<file path="config.mk">
export PLATFORM = sky130hd
export DESIGN_NAME = trivium_stream_cipher
export DESIGN_NICKNAME = d
export VERILOG_FILES = /design/src/sv/trv_pkg.sv /design/src/sv/trivium_stream_cipher.sv /design/src/sv/trv_cell.sv /design/src/sv/trv_rounds.sv
export SDC_FILE = /design/constraint.sdc
export NUM_CORES = 1
export LEC_CHECK = 0
export BUFFER_PORTS_ARGS = -buffer_cell sky130_fd_sc_hd__buf_2
export CORE_ASPECT_RATIO = 1.4
export CORE_MARGIN = 1
export CORE_UTILIZATION = 50
export DETAILED_ROUTE_END_ITERATION = 7
export HOLD_SLACK_MARGIN = 0.1
export PLACE_DENSITY = 0.7
export SLEW_MARGIN = 5
export SYNTH_ARGS = -nofsm -noshare
export SYNTH_HDL_FRONTEND = slang
export SYNTH_SLANG_ARGS = --single-unit
</file>
<file path="constraint.sdc">
create_clock -name clk_i -period 2.3 [get_ports clk_i]
set_input_delay 0.345 -clock clk_i [delete_from_list [all_inputs] [get_ports clk_i]]
set_output_delay 0.345 -clock clk_i [all_outputs]
set_load 0.1 [all_outputs]
</file>
<file path="src/sv/trv_pkg.sv">
// Shared constants and types for the Trivium keystream cipher.
// Used by trv_cell, trv_rounds and trivium_stream_cipher; depends on nothing.
package trv_pkg;

  // State layout: three shift registers packed into one 288-bit vector (0-based).
  localparam int StateBits = 288;
  localparam int RegAStart = 0;
  localparam int RegBStart = 93;
  localparam int RegCStart = 177;
  localparam int KeyBits   = 80;

  // Eight rounds are evaluated per clock cycle in which the state advances.
  localparam int RoundsPerCycle = 8;
  localparam int WarmupRounds   = 1152;
  localparam int WarmupCycles   = WarmupRounds / RoundsPerCycle;
  localparam int WarmCntW       = $clog2(WarmupCycles + 1);

  // Tap positions for round zero (0-based state indexes).
  localparam int TapAOut  = 65;
  localparam int TapAFwd  = 68;
  localparam int TapAAnd0 = 90;
  localparam int TapAAnd1 = 91;
  localparam int TapALast = 92;
  localparam int TapBOut  = 161;
  localparam int TapBFwd  = 170;
  localparam int TapBAnd0 = 174;
  localparam int TapBAnd1 = 175;
  localparam int TapBLast = 176;
  localparam int TapCOut  = 242;
  localparam int TapCFwd  = 263;
  localparam int TapCAnd0 = 285;
  localparam int TapCAnd1 = 286;
  localparam int TapCLast = 287;

  // Configuration register indexes.
  localparam int CfgIdxW  = 3;
  localparam int CfgDataW = 64;
  localparam logic [CfgIdxW-1:0] CfgKeyUpper = 3'd0;
  localparam logic [CfgIdxW-1:0] CfgKeyLower = 3'd1;
  localparam logic [CfgIdxW-1:0] CfgIvUpper  = 3'd2;
  localparam logic [CfgIdxW-1:0] CfgIvLower  = 3'd3;

  // Input command codes.
  localparam logic CmdData    = 1'b0;
  localparam logic CmdRestart = 1'b1;

  // Control shared by every state cell.
  typedef struct packed {
    logic load;
    logic shift;
  } cell_ctrl_t;

endpackage

</file>
<file path="src/sv/trivium_stream_cipher.sv">
// Top level of the Trivium keystream cipher: configuration registers, the row
// of state cells, warm-up control and the output buffer. Depends on trv_pkg.
//
// In a data transaction the state advances eight rounds per clock through a
// row of 288 one-bit cells, and the byte is XORed with the eight keystream
// bits of those rounds. A restart transaction loads key and IV from the
// configuration registers and then runs the warm-up (1152 rounds at eight
// rounds a cycle); the input stalls until the warm-up is done.
// Results wait in a two-entry output buffer, so input keeps flowing while one
// result is held up. Bytes before the first restart pass through unchanged.
// Configuration writes are taken in any cycle and are read at the next restart.
module trivium_stream_cipher (
  input  logic                         clk_i,
  input  logic                         rst_ni,
  // Input channel
  input  logic                         in_valid_i,
  output logic                         in_stall_o,
  input  logic                         command_i,
  input  logic [7:0]                   data_byte_i,
  // Output channel
  output logic                         out_valid_o,
  input  logic                         out_stall_i,
  output logic [7:0]                   out_byte_o,
  // Configuration channel
  input  logic                         cfg_valid_i,
  output logic                         cfg_ready_o,
  input  logic [trv_pkg::CfgIdxW-1:0]  cfg_index_i,
  input  logic [trv_pkg::CfgDataW-1:0] cfg_data_i
);

  localparam int N  = trv_pkg::StateBits;
  localparam int R  = trv_pkg::RoundsPerCycle;
  localparam int KB = trv_pkg::KeyBits;

  // Configuration registers.
  logic [15:0] key_upper_q, iv_upper_q;
  logic [63:0] key_lower_q, iv_lower_q;

  assign cfg_ready_o = 1'b1;

  always_ff @(posedge clk_i or negedge rst_ni) begin
    if (!rst_ni) begin
      key_upper_q <= '0;
      key_lower_q <= '0;
      iv_upper_q  <= '0;
      iv_lower_q  <= '0;
    end else if (cfg_valid_i && cfg_ready_o) begin
      case (cfg_index_i)
        trv_pkg::CfgKeyUpper: key_upper_q <= cfg_data_i[15:0];
        trv_pkg::CfgKeyLower: key_lower_q <= cfg_data_i;
        trv_pkg::CfgIvUpper:  iv_upper_q  <= cfg_data_i[15:0];
        trv_pkg::CfgIvLower:  iv_lower_q  <= cfg_data_i;
        default: ;
      endcase
    end
  end

  logic [KB-1:0] key80, iv80;
  assign key80 = {key_upper_q, key_lower_q};
  assign iv80  = {iv_upper_q, iv_lower_q};

  // Control state.
  logic [trv_pkg::WarmCntW-1:0] warm_cnt_d, warm_cnt_q;
  logic                         keyed_d, keyed_q;
  logic                         busy;
  logic [1:0]                   fill_d, fill_q;
  logic [7:0]                   obuf_d [2];
  logic [7:0]                   obuf_q [2];

  logic in_accept, restart, data_go, pop;
  trv_pkg::cell_ctrl_t cell_ctrl;

  assign busy       = (warm_cnt_q != '0);
  assign in_stall_o = busy || (fill_q == 2'd2);
  assign in_accept  = in_valid_i && !in_stall_o;
  assign restart    = in_accept && (command_i == trv_pkg::CmdRestart);
  assign data_go    = in_accept && (command_i == trv_pkg::CmdData);

  assign cell_ctrl.load  = restart;
  assign cell_ctrl.shift = busy || (data_go && keyed_q);

  // State cells and the eight-round feedback.
  logic [N-1:0] st, load_vec, shift_vec;
  logic [R-1:0] t1, t2, t3, ks;

  trv_rounds u_rounds (
    .state_i (st),
    .t1_o    (t1),
    .t2_o    (t2),
    .t3_o    (t3),
    .ks_o    (ks)
  );

  // Each cell takes the bit eight places behind it; the first eight cells of a
  // register take the new feedback bits, the latest round at the front.
  for (genvar i = 0; i < N; i++) begin : g_cell
    if (i < trv_pkg::RegAStart + R) begin : g_fa
      assign shift_vec[i] = t3[R-1-(i-trv_pkg::RegAStart)];
    end else if (i >= trv_pkg::RegBStart && i < trv_pkg::RegBStart + R) begin : g_fb
      assign shift_vec[i] = t1[R-1-(i-trv_pkg::RegBStart)];
    end else if (i >= trv_pkg::RegCStart && i < trv_pkg::RegCStart + R) begin : g_fc
      assign shift_vec[i] = t2[R-1-(i-trv_pkg::RegCStart)];
    end else begin : g_nb
      assign shift_vec[i] = st[i-R];
    end

    // Key in the first register, IV in the second, ones in the last three bits.
    if (i < KB) begin : g_lk
      assign load_vec[i] = key80[KB-1-i];
    end else if (i >= trv_pkg::RegBStart && i < trv_pkg::RegBStart + KB) begin : g_li
      assign load_vec[i] = iv80[KB-1-(i-trv_pkg::RegBStart)];
    end else if (i >= N - 3) begin : g_l1
      assign load_vec[i] = 1'b1;
    end else begin : g_l0
      assign load_vec[i] = 1'b0;
    end

    trv_cell u_cell (
      .clk_i       (clk_i),
      .rst_ni      (rst_ni),
      .ctrl_i      (cell_ctrl),
      .load_bit_i  (load_vec[i]),
      .shift_bit_i (shift_vec[i]),
      .bit_o       (st[i])
    );
  end

  // Warm-up counter and the keyed flag.
  always_comb begin
    warm_cnt_d = warm_cnt_q;
    keyed_d    = keyed_q;
    if (restart) begin
      warm_cnt_d = trv_pkg::WarmCntW'(trv_pkg::WarmupCycles);
      keyed_d    = 1'b1;
    end else if (busy) begin
      warm_cnt_d = warm_cnt_q - 1'b1;
    end
  end

  // Two-entry output buffer; the head is entry zero.
  logic [7:0] result;
  logic       wr_idx;

  assign result      = keyed_q ? (data_byte_i ^ ks) : data_byte_i;
  assign out_valid_o = (fill_q != 2'd0);
  assign out_byte_o  = obuf_q[0];
  assign pop         = out_valid_o && !out_stall_i;
  // A new result goes behind the entries that remain after this cycle's pop.
  assign wr_idx      = fill_q[0] & ~pop;

  always_comb begin
    obuf_d = obuf_q;
    fill_d = fill_q;
    if (pop) begin
      obuf_d[0] = obuf_q[1];
    end
    if (data_go) begin
      obuf_d[wr_idx] = result;
    end
    fill_d = fill_q + {1'b0, data_go} - {1'b0, pop};
  end

  always_ff @(posedge clk_i or negedge rst_ni) begin
    if (!rst_ni) begin
      warm_cnt_q <= '0;
      keyed_q    <= 1'b0;
      fill_q     <= 2'd0;
    end else begin
      warm_cnt_q <= warm_cnt_d;
      keyed_q    <= keyed_d;
      fill_q     <= fill_d;
    end
  end

  always_ff @(posedge clk_i) begin
    obuf_q <= obuf_d;
  end

  // A restart loads the three set bits of the last register.
  assert property (@(posedge clk_i) disable iff (!rst_ni)
    restart |=> (st[N-1:N-3] == 3'b111))
    else $error("restart did not load the constant ones");

  // Warm-up counts down by one each cycle until it is done.
  assert property (@(posedge clk_i) disable iff (!rst_ni)
    (busy && !restart) |=> (warm_cnt_q == $past(warm_cnt_q) - 1'b1))
    else $error("warm-up counter skipped");

  // The output buffer never holds more than two results.
  assert property (@(posedge clk_i) disable iff (!rst_ni)
    fill_q != 2'd3)
    else $error("output buffer overflow");

  // No result is produced while warm-up runs.
  assert property (@(posedge clk_i) disable iff (!rst_ni)
    busy |=> (fill_q <= $past(fill_q)))
    else $error("result pushed during warm-up");

endmodule

</file>
<file path="src/sv/trv_cell.sv">
// One bit of the cipher state: loads from the key/IV layout or takes its shift
// input bit when the state advances. Depends on trv_pkg.
module trv_cell (
  input  logic                clk_i,
  input  logic                rst_ni,
  input  trv_pkg::cell_ctrl_t ctrl_i,
  input  logic                load_bit_i,
  input  logic                shift_bit_i,
  output logic                bit_o
);

  logic bit_d, bit_q;

  // Load has priority; otherwise advance or hold.
  always_comb begin
    bit_d = bit_q;
    if (ctrl_i.load) begin
      bit_d = load_bit_i;
    end else if (ctrl_i.shift) begin
      bit_d = shift_bit_i;
    end
  end

  always_ff @(posedge clk_i or negedge rst_ni) begin
    if (!rst_ni) begin
      bit_q <= 1'b0;
    end else begin
      bit_q <= bit_d;
    end
  end

  assign bit_o = bit_q;

endmodule

</file>
<file path="src/sv/trv_rounds.sv">
// Feedback and keystream logic for eight consecutive rounds.
// Depends on trv_pkg for the tap positions.
module trv_rounds (
  input  logic [trv_pkg::StateBits-1:0]      state_i,
  output logic [trv_pkg::RoundsPerCycle-1:0] t1_o,
  output logic [trv_pkg::RoundsPerCycle-1:0] t2_o,
  output logic [trv_pkg::RoundsPerCycle-1:0] t3_o,
  output logic [trv_pkg::RoundsPerCycle-1:0] ks_o
);

  // Within eight rounds no tap reaches a freshly inserted bit, so round k simply
  // reads every tap k positions earlier in the current state.
  always_comb begin
    logic a, b, c;
    for (int k = 0; k < trv_pkg::RoundsPerCycle; k++) begin
      a = state_i[trv_pkg::TapAOut - k] ^ state_i[trv_pkg::TapALast - k];
      b = state_i[trv_pkg::TapBOut - k] ^ state_i[trv_pkg::TapBLast - k];
      c = state_i[trv_pkg::TapCOut - k] ^ state_i[trv_pkg::TapCLast - k];
      // The first round's keystream bit lands at the MSB.
      ks_o[trv_pkg::RoundsPerCycle-1-k] = a ^ b ^ c;
      t1_o[k] = a ^ (state_i[trv_pkg::TapAAnd0 - k] & state_i[trv_pkg::TapAAnd1 - k])
                  ^ state_i[trv_pkg::TapBFwd - k];
      t2_o[k] = b ^ (state_i[trv_pkg::TapBAnd0 - k] & state_i[trv_pkg::TapBAnd1 - k])
                  ^ state_i[trv_pkg::TapCFwd - k];
      t3_o[k] = c ^ (state_i[trv_pkg::TapCAnd0 - k] & state_i[trv_pkg::TapCAnd1 - k])
                  ^ state_i[trv_pkg::TapAFwd - k];
    end
  end

endmodule
</file>
==> impl_metrics.prom <==
# TYPE chip_impl_metric gauge
chip_impl_metric{name="yosys_warnings",unit=""} 0
chip_impl_metric{name="ff_latch_area",unit="mm²"} 0.0119
chip_impl_metric{name="detail_route.wl_per_cell",unit="µm"} 21.5
chip_impl_info{name="unrepaired_setup_endpoints_after_global_routing",value="true"} 1
chip_impl_info{name="worst_setup_path_startpoint",value="warm_cnt_q[1]$_DFFE_PN0P_"} 1
chip_impl_info{name="critPathCapture",value="in_stall_o"} 1
chip_impl_info{name="worstReg2RegStart",value="warm_cnt_q[1]$_DFFE_PN0P_"} 1
chip_impl_metric{name="peakVddDrop",unit="V"} 0.000676
chip_impl_metric{name="clk_pin_slew_worst_paths",unit="ns"} 0.07
chip_impl_metric{name="placed_area",unit="mm²"} 0.0219
chip_impl_metric{name="setup_skew_after_layout",unit="ns"} 0.0333
chip_impl_metric{name="grtUsageTotal",unit="%"} 25.5
chip_impl_metric{name="power_density",unit="mW/mm²"} 748
chip_impl_metric{name="cts_made_buffers",unit=""} 46
chip_impl_info{name="postSynth.topFlopCell",value="sky130_fd_sc_hd__dfrtp_1"} 1
chip_impl_metric{name="period_share",unit="%"} 96.8
chip_impl_info{name="cp_cell_instances",value="inv_2 > ha_4 > nor4b_4 > and2_4 > nand2_1 > buf_6"} 1
chip_impl_metric{name="global_route.overflow_total",unit=""} 0
chip_impl_info{name="crit_path_start_kind",value="flop"} 1
chip_impl_metric{name="finalSetupViolations",unit=""} 0
chip_impl_metric{name="synth.net_count",unit=""} 1851
chip_impl_info{name="synth.area.top_cells",value="sky130_fd_sc_hd__dfrtp_1 56%, sky130_fd_sc_hd__mux2_2 9.3%, sky130_fd_sc_hd__a22o_1 5.3%, sky130_fd_sc_hd__a31oi_1 4.9%, sky130_fd_sc_hd__o21ai_0 4.0%"} 1
chip_impl_metric{name="area_growth",unit="%"} 17.3
chip_impl_metric{name="finalSetupTns",unit="ns"} 0
chip_impl_metric{name="pre_cts_slack",unit="ns"} 0.00532
chip_impl_metric{name="placement.io_buffers",unit=""} 90
chip_impl_metric{name="netlist.area_leader.share",unit="%"} 56.0
chip_impl_metric{name="multiInputGateArea",unit="mm²"} 0.00800
chip_impl_metric{name="slew_headroom",unit="%"} 62.2
chip_impl_metric{name="rr_worst_depth",unit=""} 10
chip_impl_metric{name="postRouteWirelength",unit="µm"} 52400
chip_impl_metric{name="floorplan.die_area",unit="mm²"} 0.0419
chip_impl_info{name="critPathCaptureType",value="primary output"} 1
chip_impl_metric{name="grt_start_max_net_pins",unit=""} 117
chip_impl_metric{name="holdWs",unit="ns"} 0.119
chip_impl_metric{name="cpPeakStageDelay",unit="ns"} 0.41
chip_impl_metric{name="cp.required",unit="ns"} 1.96
chip_impl_info{name="status",value="completed"} 1
chip_impl_metric{name="clkLatencyLatePin",unit="ns"} 0.58
chip_impl_info{name="crit-reg2reg-capture",value="g_cell[102].u_cell.bit_o$_DFFE_PN0P_"} 1
chip_impl_metric{name="max_cap_violations",unit=""} 0
chip_impl_metric{name="rrSetupSlack",unit="ns"} 0.08
chip_impl_metric{name="timing.critical_path.depth",unit=""} 6
chip_impl_metric{name="floorplan.initialDensity",unit="%"} 50.8
chip_impl_metric{name="drt_pre_antenna_iters",unit=""} 5
chip_impl_info{name="cpMaxStageDelayCell",value="sky130_fd_sc_hd__dfrtp_1"} 1
chip_impl_metric{name="ant_nets",unit=""} 0
chip_impl_metric{name="tightest_slew",unit="ns"} 0.567
chip_impl_info{name="worstSetupPathType",value="flop to primary output"} 1
chip_impl_metric{name="number_of_buffers_between_clock_root_and_the_deepest_sink",unit=""} 3
chip_impl_metric{name="layout_min_cycle_time",unit="ns"} 2.23
chip_impl_metric{name="power.static_leakage",unit="nW"} 11.3
chip_impl_metric{name="avgViaCountPerCell",unit=""} 6.04
chip_impl_info{name="clk_root_buffer_cell",value="sky130_fd_sc_hd__clkbuf_16"} 1
chip_impl_metric{name="fin_area",unit="mm²"} 0.0241
chip_impl_metric{name="final-max-slew-violation-count",unit=""} 0
chip_impl_metric{name="synthesis.instances",unit=""} 1767
chip_impl_metric{name="number_of_fill_cells_in_the_layout",unit=""} 3216
chip_impl_metric{name="synth_area",unit="mm²"} 0.0205
chip_impl_metric{name="max_clock_freq",unit="GHz"} 0.449
chip_impl_info{name="min_path_type",value="primary input to flop"} 1
chip_impl_metric{name="ios",unit=""} 92
chip_impl_metric{name="detail_route.iter0.violations",unit=""} 1138
chip_impl_metric{name="hold_viol_final",unit=""} 0
chip_impl_metric{name="grt_antenna_before_repair",unit=""} 0
chip_impl_metric{name="dp_hpwl",unit="µm"} 34000
chip_impl_metric{name="die_w",unit="µm"} 173
chip_impl_metric{name="drive_above_1_share",unit="%"} 22.2
chip_impl_metric{name="synth_sequential_area_ratio",unit="%"} 57.9
chip_impl_metric{name="synth_cell_type_count",unit=""} 45
chip_impl_metric{name="path_buf_inv",unit=""} 2
chip_impl_metric{name="routabilityCongestion",unit=""} 0.885
chip_impl_metric{name="synthArstFlopShare",unit="%"} 96.6
chip_impl_metric{name="critPathMaxFanout",unit=""} 3
chip_impl_metric{name="clock-sinks",unit=""} 475
chip_impl_metric{name="grt_first_pass_wirelength",unit="µm"} 84600
chip_impl_metric{name="antennaDiodeCount",unit=""} 0
chip_impl_metric{name="die_y",unit="µm"} 242
chip_impl_metric{name="synth_area_per_cell",unit="µm²"} 11.6
chip_impl_metric{name="drt_drc_violations_left",unit=""} 0
chip_impl_metric{name="final_worst_slack",unit="ns"} 0.0727
chip_impl_metric{name="synth_edf_count",unit=""} 8
chip_impl_metric{name="grt_pass1_vias",unit=""} 15100
chip_impl_metric{name="ys_seq_elements",unit=""} 475
chip_impl_info{name="tritoncts",value="built"} 1
chip_impl_metric{name="critPathArrivalTime",unit="ns"} 1.88
chip_impl_metric{name="htree_num_levels",unit=""} 2
chip_impl_metric{name="core_region_area",unit="mm²"} 0.0404
chip_impl_info{name="path_delay_family",value="simple AND/OR/NAND/NOR gates"} 1
chip_impl_metric{name="layout.nets",unit=""} 1959
chip_impl_info{name="netlist.top_cell.by_area",value="sky130_fd_sc_hd__dfrtp_1"} 1
chip_impl_metric{name="detailroute.via_count",unit=""} 14800
chip_impl_metric{name="std_cell_rows",unit=""} 87
[through the flow]
stage	total power, mW	utilization (%)	instances
2_1_floorplan	10.0	-	1767
3_3_place_gp	10.5	54.2	2298
3_5_place_dp	10.6	54.2	2298
4_1_cts	18.2	59.4	2439
5_1_grt	18.7	59.6	2441
6_report	18.0	59.6	2441
[final cells by class]
| cell class | count | share of cell area (%) |
|---|---|---|
| flip-flops and latches | 475 | 49.4 |
| multi-input cells | 1123 | 33.2 |
| repair buffers | 223 | 8.34 |
| clock buffers | 69 | 5.77 |
| well taps | 534 | 2.77 |
| clock inverters | 11 | 0.452 |
| inverters | 6 | 0.0935 |
[layout by cell type, fill, tap and decap left out, drive strengths merged, types with 10 or more instances in the layout]
cell type and n:
dfrtp 459, xor3 22, nor2 152, mux2 169, buf 163, nand2 57, nand3 78, a22o 125
a31oi 160, dlygate4sd3 59, clkbuf 70, nor3 10, a21oi 86, o31ai 16, xnor2 42, o21ai 165
[worst min-delay path by stage]
| stage | cells past startpoint | start | end | slack, ns |
|---|---|---|---|---|
| after floorplan | 0 | rst_ni | fill_q[0]$_DFF_PN0_ | 0.05 |
| after global placement | 1 | rst_ni | g_cell[264].u_cell.bit_o$_DFFE_PN0P_ | 0.37 |
| after detailed placement | 1 | rst_ni | iv_lower_q[17]$_DFFE_PN0P_ | 0.36 |
| after CTS | 2 | cfg_data_i[0] | iv_upper_q[0]$_DFFE_PN0P_ | 0.10 |
| after global routing | 2 | cfg_data_i[0] | key_lower_q[0]$_DFFE_PN0P_ | 0.10 |
| final | 2 | cfg_data_i[12] | key_lower_q[12]$_DFFE_PN0P_ | 0.12 |
[per-layer routing]
layer,global-route usage (%),vias up,part of all wire (%)
li1,-,6637,-
met1,31.6,7575,39
met2,43.0,406,51
met3,2.86,137,3.6
met4,15.1,0,6.0
met5,0,-,0
[cell usage after synthesis, types with 4 or more instances]
cell                       number
sky130_fd_sc_hd__a21oi_1       85
sky130_fd_sc_hd__a22o_1       125
sky130_fd_sc_hd__a31oi_1      160
sky130_fd_sc_hd__buf_1          7
sky130_fd_sc_hd__buf_2         54
sky130_fd_sc_hd__buf_4         13
sky130_fd_sc_hd__clkbuf_1      89
sky130_fd_sc_hd__dfrtp_1      459
sky130_fd_sc_hd__dfxtp_1        8
sky130_fd_sc_hd__edfxtp_1       8
sky130_fd_sc_hd__inv_1          6
sky130_fd_sc_hd__mux2_2       169
sky130_fd_sc_hd__nand2_1       57
sky130_fd_sc_hd__nand2b_1       4
sky130_fd_sc_hd__nand3_1       78
sky130_fd_sc_hd__nor2_1       152
sky130_fd_sc_hd__nor3_1         9
sky130_fd_sc_hd__o21ai_0      164
sky130_fd_sc_hd__o31ai_1       16
sky130_fd_sc_hd__or3_1          8
sky130_fd_sc_hd__xnor2_1       42
sky130_fd_sc_hd__xor3_1        22
[state kept, by name (all words and copies together), names as in the netlist, named ones only]
register and flops:
iv_upper_q 16, out_byte_o 8, keyed_q 1, key_upper_q 16, iv_lower_q 64, g_cell.u_cell.bit_o 288, key_lower_q 64, warm_cnt_q 8
fill_q 2
[timing repair]
action	CTS	global route
pin swaps	1	6
endpoints found under the hold margin	163	0
setup buffers	3	2
endpoints found under the setup margin	1	46
hold buffers	59	0
gates resized for setup	1	8
[worst register-to-register path, cell delays in order (launching register included)]
cell                      delay, ns
sky130_fd_sc_hd__dfrtp_1       0.41
sky130_fd_sc_hd__inv_2         0.08
sky130_fd_sc_hd__ha_4          0.14
sky130_fd_sc_hd__nor4b_4       0.24
sky130_fd_sc_hd__buf_4         0.20
sky130_fd_sc_hd__buf_4         0.13
sky130_fd_sc_hd__o311a_4       0.25
sky130_fd_sc_hd__buf_12        0.18
sky130_fd_sc_hd__buf_16        0.24
sky130_fd_sc_hd__a31oi_1       0.12
sky130_fd_sc_hd__a21oi_1       0.18
[power breakdown]
group | internal [mW] | switching (mW) | total [mW]
Clock | 4.29 | 3.19 | 7.48
Sequential | 9.00 | 0.349 | 9.34
Combinational | 0.652 | 0.542 | 1.19
[cells by family after synthesis]
kind of cell	after synthesis	share of synthesized area [%]
mux	171	9.37
fa+ha+maj	3	0.183
compound gates	560	17.3
simple gates	321	6.91
buf+inv	169	3.66
xor+xnor	67	4.60
flops	475	57.9
other cells	1	0.0183
No activity file was read; power rests on OpenSTA's default activity.
